`src/sv/sts_pkg.sv`:
```
// Package: shared sizes, constants and control/status structs of the table search engine
`timescale 1ns / 1ps

package sts_pkg;

    localparam int TABLE_DEPTH = 128;
    localparam int DATA_W      = 32;
    localparam int ADDR_W      = (TABLE_DEPTH > 1) ? $clog2(TABLE_DEPTH) : 1;
    localparam int CNT_W       = $clog2(TABLE_DEPTH + 1);
    localparam int SPOS_W      = CNT_W + 1;
    localparam int IDX_W       = 7;
    localparam int PROBE_W     = 8;
    localparam int SIZE_W      = 8;
    localparam int CFG_IDX_W   = 1;

    localparam logic                 REQ_WRITE  = 1'b0;
    localparam logic                 REQ_SEARCH = 1'b1;
    localparam logic                 MODE_LINEAR = 1'b0;
    localparam logic                 MODE_BINARY = 1'b1;
    localparam logic [CFG_IDX_W-1:0] CFG_SEARCH_MODE = 1'd0;
    localparam logic [CFG_IDX_W-1:0] CFG_TABLE_SIZE  = 1'd1;

    typedef struct packed {
        logic wr;
        logic start_lin;
        logic start_bin;
        logic lin_step;
        logic bin_issue;
        logic bin_cmp;
        logic load_res;
    } sts_cmd_t;

    typedef struct packed {
        logic mode;
        logic lin_finish;
        logic bin_empty;
        logic bin_eq;
        logic res_busy;
    } sts_status_t;

endpackage

```
`src/sv/sts_ctrl.sv`:
```
// Controller: sequences writes, linear scans, binary probes and result hand-off
`timescale 1ns / 1ps

module sts_ctrl
    import sts_pkg::*;
(
    input  logic        clk,
    input  logic        rst_n,
    input  logic        req_valid,
    input  logic        req_type,
    output logic        req_ready,
    input  sts_status_t status,
    output sts_cmd_t    cmd
);

    typedef enum logic [2:0] {
        IDLE,
        LIN_RUN,
        BIN_ADDR,
        BIN_CMP,
        DONE
    } state_t;

    state_t state_reg, state_next;
    logic   ready_reg;
    logic   take;

    assign req_ready = ready_reg;
    assign take      = req_valid && ready_reg;

    always_comb
    begin
        cmd        = '0;
        state_next = state_reg;
        case (state_reg)
            IDLE:
            begin
                if (take)
                begin
                    if (req_type == REQ_WRITE)
                    begin
                        cmd.wr = 1'b1;
                    end
                    else if (status.mode == MODE_LINEAR)
                    begin
                        cmd.start_lin = 1'b1;
                        state_next    = LIN_RUN;
                    end
                    else
                    begin
                        cmd.start_bin = 1'b1;
                        state_next    = BIN_ADDR;
                    end
                end
            end
            LIN_RUN:
            begin
                cmd.lin_step = 1'b1;
                if (status.lin_finish)
                begin
                    state_next = DONE;
                end
            end
            BIN_ADDR:
            begin
                if (status.bin_empty)
                begin
                    state_next = DONE;
                end
                else
                begin
                    cmd.bin_issue = 1'b1;
                    state_next    = BIN_CMP;
                end
            end
            BIN_CMP:
            begin
                cmd.bin_cmp = 1'b1;
                state_next  = status.bin_eq ? DONE : BIN_ADDR;
            end
            DONE:
            begin
                if (!status.res_busy)
                begin
                    cmd.load_res = 1'b1;
                    state_next   = IDLE;
                end
            end
            default:
            begin
                state_next = IDLE;
            end
        endcase
    end

    always_ff @(posedge clk or negedge rst_n)
    begin
        if (!rst_n)
        begin
            state_reg <= IDLE;
            ready_reg <= 1'b0;
        end
        else
        begin
            state_reg <= state_next;
            ready_reg <= (state_next == IDLE);
        end
    end

endmodule

```
`config.mk`:
```
export PLATFORM = sky130hd
export DESIGN_NAME = sts_ctrl
export DESIGN_NICKNAME = d
export VERILOG_FILES = /design/src/sv/sts_pkg.sv /design/src/sv/sts_ctrl.sv
export SDC_FILE = /design/constraint.sdc
export NUM_CORES = 1
export LEC_CHECK = 0
export BUFFER_PORTS_ARGS = -buffer_cell sky130_fd_sc_hd__buf_2
export CORE_AREA = 2 2 39 41
export DETAILED_ROUTE_END_ITERATION = 10
export DIE_AREA = 0 0 41 43
export GPL_TIMING_DRIVEN = 0
export PLACE_DENSITY_LB_ADDON = 0.05
export SLEW_MARGIN = 20
export SYNTH_ARGS = -nofsm -noshare
export SYNTH_HDL_FRONTEND = slang
export SYNTH_SLANG_ARGS = --single-unit
```
`constraint.sdc`:
```
create_clock -name clk -period 1.7 [get_ports clk]
set_clock_uncertainty 0.1 [all_clocks]
set_input_delay 0.085 -clock clk [delete_from_list [all_inputs] [get_ports clk]]
set_output_delay 0.085 -clock clk [all_outputs]
set_load 0.01 [all_outputs]
```
==> flow_metrics.tcl <==
set metrics [dict create \
    result_of_the_run "finished, final reports clean" \
    core_um2 1384 \
    report.final.hold_viol_count 0 \
    finish.cell_count_without_fillers 70 \
    cts_num_sinks 4 \
    finalMaxSlewViolations 0 \
    drive_gt1_share_pct 57.41 \
    synth_area_in_compound_gates_pct 18.04 \
    multiplexer_fraction_of_the_synthesized_cell_area_pct 3.137 \
    cts-root-buf "sky130_fd_sc_hd__clkbuf_4" \
    drt_iter0_drc 7 \
    clock_tree.buffer_depth 2 \
    footprint_of_the_multi_input_gates_um2 210.2 \
    min_delay_path_depth 3 \
    dr_total_vias 341 \
    synth_seq_cells 4 \
    fp.dieW_um 41 \
    synth_largest_type_area_fraction_pct 31.37 \
    arrival_ns 1.44 \
    worst_slew_pin_slew_ns 0.2546 \
    nets 65 \
    setup_viol 0 \
    worst_ep_required_time_ns 1.51 \
    syn_area_um2 319.1 \
    r2r_slack_ns 0.30 \
    remaining_number_of_nets_flagged_by_the_antenna_check_after_routing 0 \
    grt.overflow.total 0 \
    totalWireLength_um 786 \
    synth-seq-area-share_pct 31.37 \
    ys_async_sr_fraction_pct 100.0 \
    synth_top_family_by_area "simple AND/OR/NAND/NOR gates" \
    rsz0062_at_grt "false" \
    synth_cells 32 \
    synth_common_cells "sky130_fd_sc_hd__dfrtp_1 (4), sky130_fd_sc_hd__nor2_1 (4), sky130_fd_sc_hd__nand3_1 (3)" \
    timing.max_cap.violations 0 \
    synth_flop_cell "sky130_fd_sc_hd__dfrtp_1" \
    timing.critical_path.to_type "primary output" \
    layout_min_cycle_time_ns 1.628 \
    min_delay_worst_endpoint "state_reg[2]" \
    drtPass1Iterations 4 \
    design.die.area_um2 1763 \
    tritoncts.num_buffers 3 \
    filler_cell_count 150 \
    hp-class "in2reg" \
    synth_nets 41 \
    max_slew_margin_pct 82.54 \
    setup-tns-final_ns 0 \
    initial_core_util_pct 23.06 \
    grt_start_max_net_pins 11 \
    max_clock_freq_ghz 0.6141 \
    finalWeightedCongestion 0.7261 \
    fp-row-count 14 \
    clk-insertion-delay-late_ns 0.23 \
    worst_setup_hold_path_clk_slew_ns 0.04 \
    largest_register_ffs 3 \
    critPathMaxFanout 7 \
    synthesis.yosys.warnings 0 \
    powerDensity_nw_per_um2 1361 \
    simple_gate_share_of_the_synthesized_area_pct 42.75 \
    synth.distinct_cells 23 \
    worst_r2r_startpoint "state_reg[1]" \
    post_drt_wl_per_cell_um 11.23 \
    cts_tree "yes" \
    power.static_leakage_nw 0.2341 \
    antenna_violations_before_repair 0 \
    timing.final.crit_share_pct 95.78 \
    hp-start "status[1]" \
    pin_count 17 \
    yosys.area.top_type "sky130_fd_sc_hd__dfrtp_1" \
    synthToLayoutAreaGrowth_pct 49.80 \
    synthTopCellsByArea "sky130_fd_sc_hd__dfrtp_1 (31%), sky130_fd_sc_hd__nand4bb_4 (8.6%), sky130_fd_sc_hd__nand3_1 (4.7%), sky130_fd_sc_hd__a2111oi_2 (4.7%), sky130_fd_sc_hd__nor2_1 (4.7%)" \
    synth_edf_count 0 \
    syn-mean-instance-area_um2 9.971 \
    footprint_of_the_flip_flops_and_latches_um2 102.6 \
    maximum_resistive_drop_on_vdd_mv 0.6610 \
    grt_first_pass_wirelength_mm 1.242 \
    htreeDepth 1 \
    via_per_inst 4.871 \
    die_height_um 43 \
    groute.usage.overall_pct 11.48 \
    dp_hpwl_um 611 \
    grt_pass1_vias 299 \
    critical_path_start_end_classification "reg2out" \
    port-buffer-count 16 \
    place_inst 64 \
    drc 0 \
    rr_endpoint "req_ready" \
    critical_path_source_type "register" \
    synth-adder-area-share_pct 0 \
    worst-r2r-cell-count 4 \
    antennaDiodeCount 0 \
    yosys.area_share.xor_xnor_pct 0 \
]
[stage by stage]
| stage | utilization [%] | cell area, µm² | power [mW] | hold slack (ns) | worst slack, ns |
|---|---|---|---|---|---|
| global placement | 30.29 | 419.2 | 0.5051 | -0.2084 | 0.2514 |
| detailed placement | 30.29 | 419.2 | 0.5108 | -0.2052 | 0.2340 |
| CTS | 34.00 | 470.5 | 0.6531 | 0.03982 | 0.006575 |
| finish | 34.54 | 478.0 | 0.6506 | 0.04186 | 0.07166 |
| floorplan | - | 319.1 | 0.4169 | -0.3106 | 0.3498 |
| global route | 34.54 | 478.0 | 0.7122 | 0.06997 | 0.001903 |
[final cells by class]
class	instances	area share (%)
Sequential cell	4	21.47
Inverter	2	1.571
Clock buffer	3	4.712
Timing Repair Buffer	19	22.51
Tap cell	16	4.188
Multi-Input combinational cell	25	43.98
Buffer	1	1.571
[cell families after synthesis]
kind of cell           after synthesis
buffers and inverters                3
DFF                                  4
and+or+nand+nor                     18
AOI/OAI and AO/OA                    6
muxes                                1
[power by group]
group | switching (mW) | internal [mW]
logic | 0.161 | 0.176
registers | 0.0612 | 0.138
clock network | 0.0358 | 0.0787
total | 0.258 | 0.393
[timing repair]
item | 4_1_cts | 5_1_grt
endpoints found under the hold margin | 5 | 0
gates resized for setup | 3 | 0
buffers inserted | 0 | 1
endpoints found under the setup margin | 1 | 1
cloned | 0 | 0
hold buffers | 2 | 0
pin swaps | 0 | 1
[critical path, stage by stage (launching register included)]
cell	delay, ns
sky130_fd_sc_hd__dfrtp_2	0.45
sky130_fd_sc_hd__nand4bb_4	0.27
sky130_fd_sc_hd__nor3b_4	0.21
sky130_fd_sc_hd__and2_1	0.16
sky130_fd_sc_hd__buf_2	0.13
[layer usage]
metal / global-route usage, % / share of wire, % / vias to the layer above
li1: - / - / 164
met5: 0 / 0 / -
met2: 14.06 / 49 / 15
met4: 8.000 / 2.4 / 0
met3: 7.853 / 6.9 / 2
met1: 13.64 / 41 / 160
[worst max-delay path by stage]
stage                      start           end  slack, ns
floorplan           state_reg[2]  state_reg[1]       0.35
global placement    state_reg[1]        cmd[4]       0.25
detailed placement  state_reg[1]        cmd[4]       0.23
CTS                 state_reg[1]        cmd[4]      0.007
global route        state_reg[1]        cmd[4]      0.002
finish              state_reg[1]        cmd[4]       0.07
[layout by cell type (no fill, tap or decap)]
cell	count
sky130_fd_sc_hd__buf_2	16
sky130_fd_sc_hd__nor2_1	4
sky130_fd_sc_hd__clkbuf_4	4
sky130_fd_sc_hd__nand3_1	3
sky130_fd_sc_hd__and2_1	2
sky130_fd_sc_hd__dlygate4sd3_1	2
sky130_fd_sc_hd__dfrtp_1	2
sky130_fd_sc_hd__dfrtp_2	2
sky130_fd_sc_hd__inv_2	1
sky130_fd_sc_hd__or3_4	1
sky130_fd_sc_hd__nor3b_1	1
sky130_fd_sc_hd__nand4bb_4	1
sky130_fd_sc_hd__nand2_1	1
sky130_fd_sc_hd__nor3b_4	1
sky130_fd_sc_hd__nor2b_2	1
sky130_fd_sc_hd__mux2i_1	1
sky130_fd_sc_hd__a21o_1	1
sky130_fd_sc_hd__inv_1	1
sky130_fd_sc_hd__a21oi_2	1
sky130_fd_sc_hd__o21bai_1	1
sky130_fd_sc_hd__and3b_1	1
sky130_fd_sc_hd__a31oi_1	1
sky130_fd_sc_hd__o211ai_2	1
sky130_fd_sc_hd__nor4b_1	1
sky130_fd_sc_hd__nor3_1	1
sky130_fd_sc_hd__a2111oi_2	1
sky130_fd_sc_hd__buf_4	1
No activity file was read; power rests on OpenSTA's default activity.
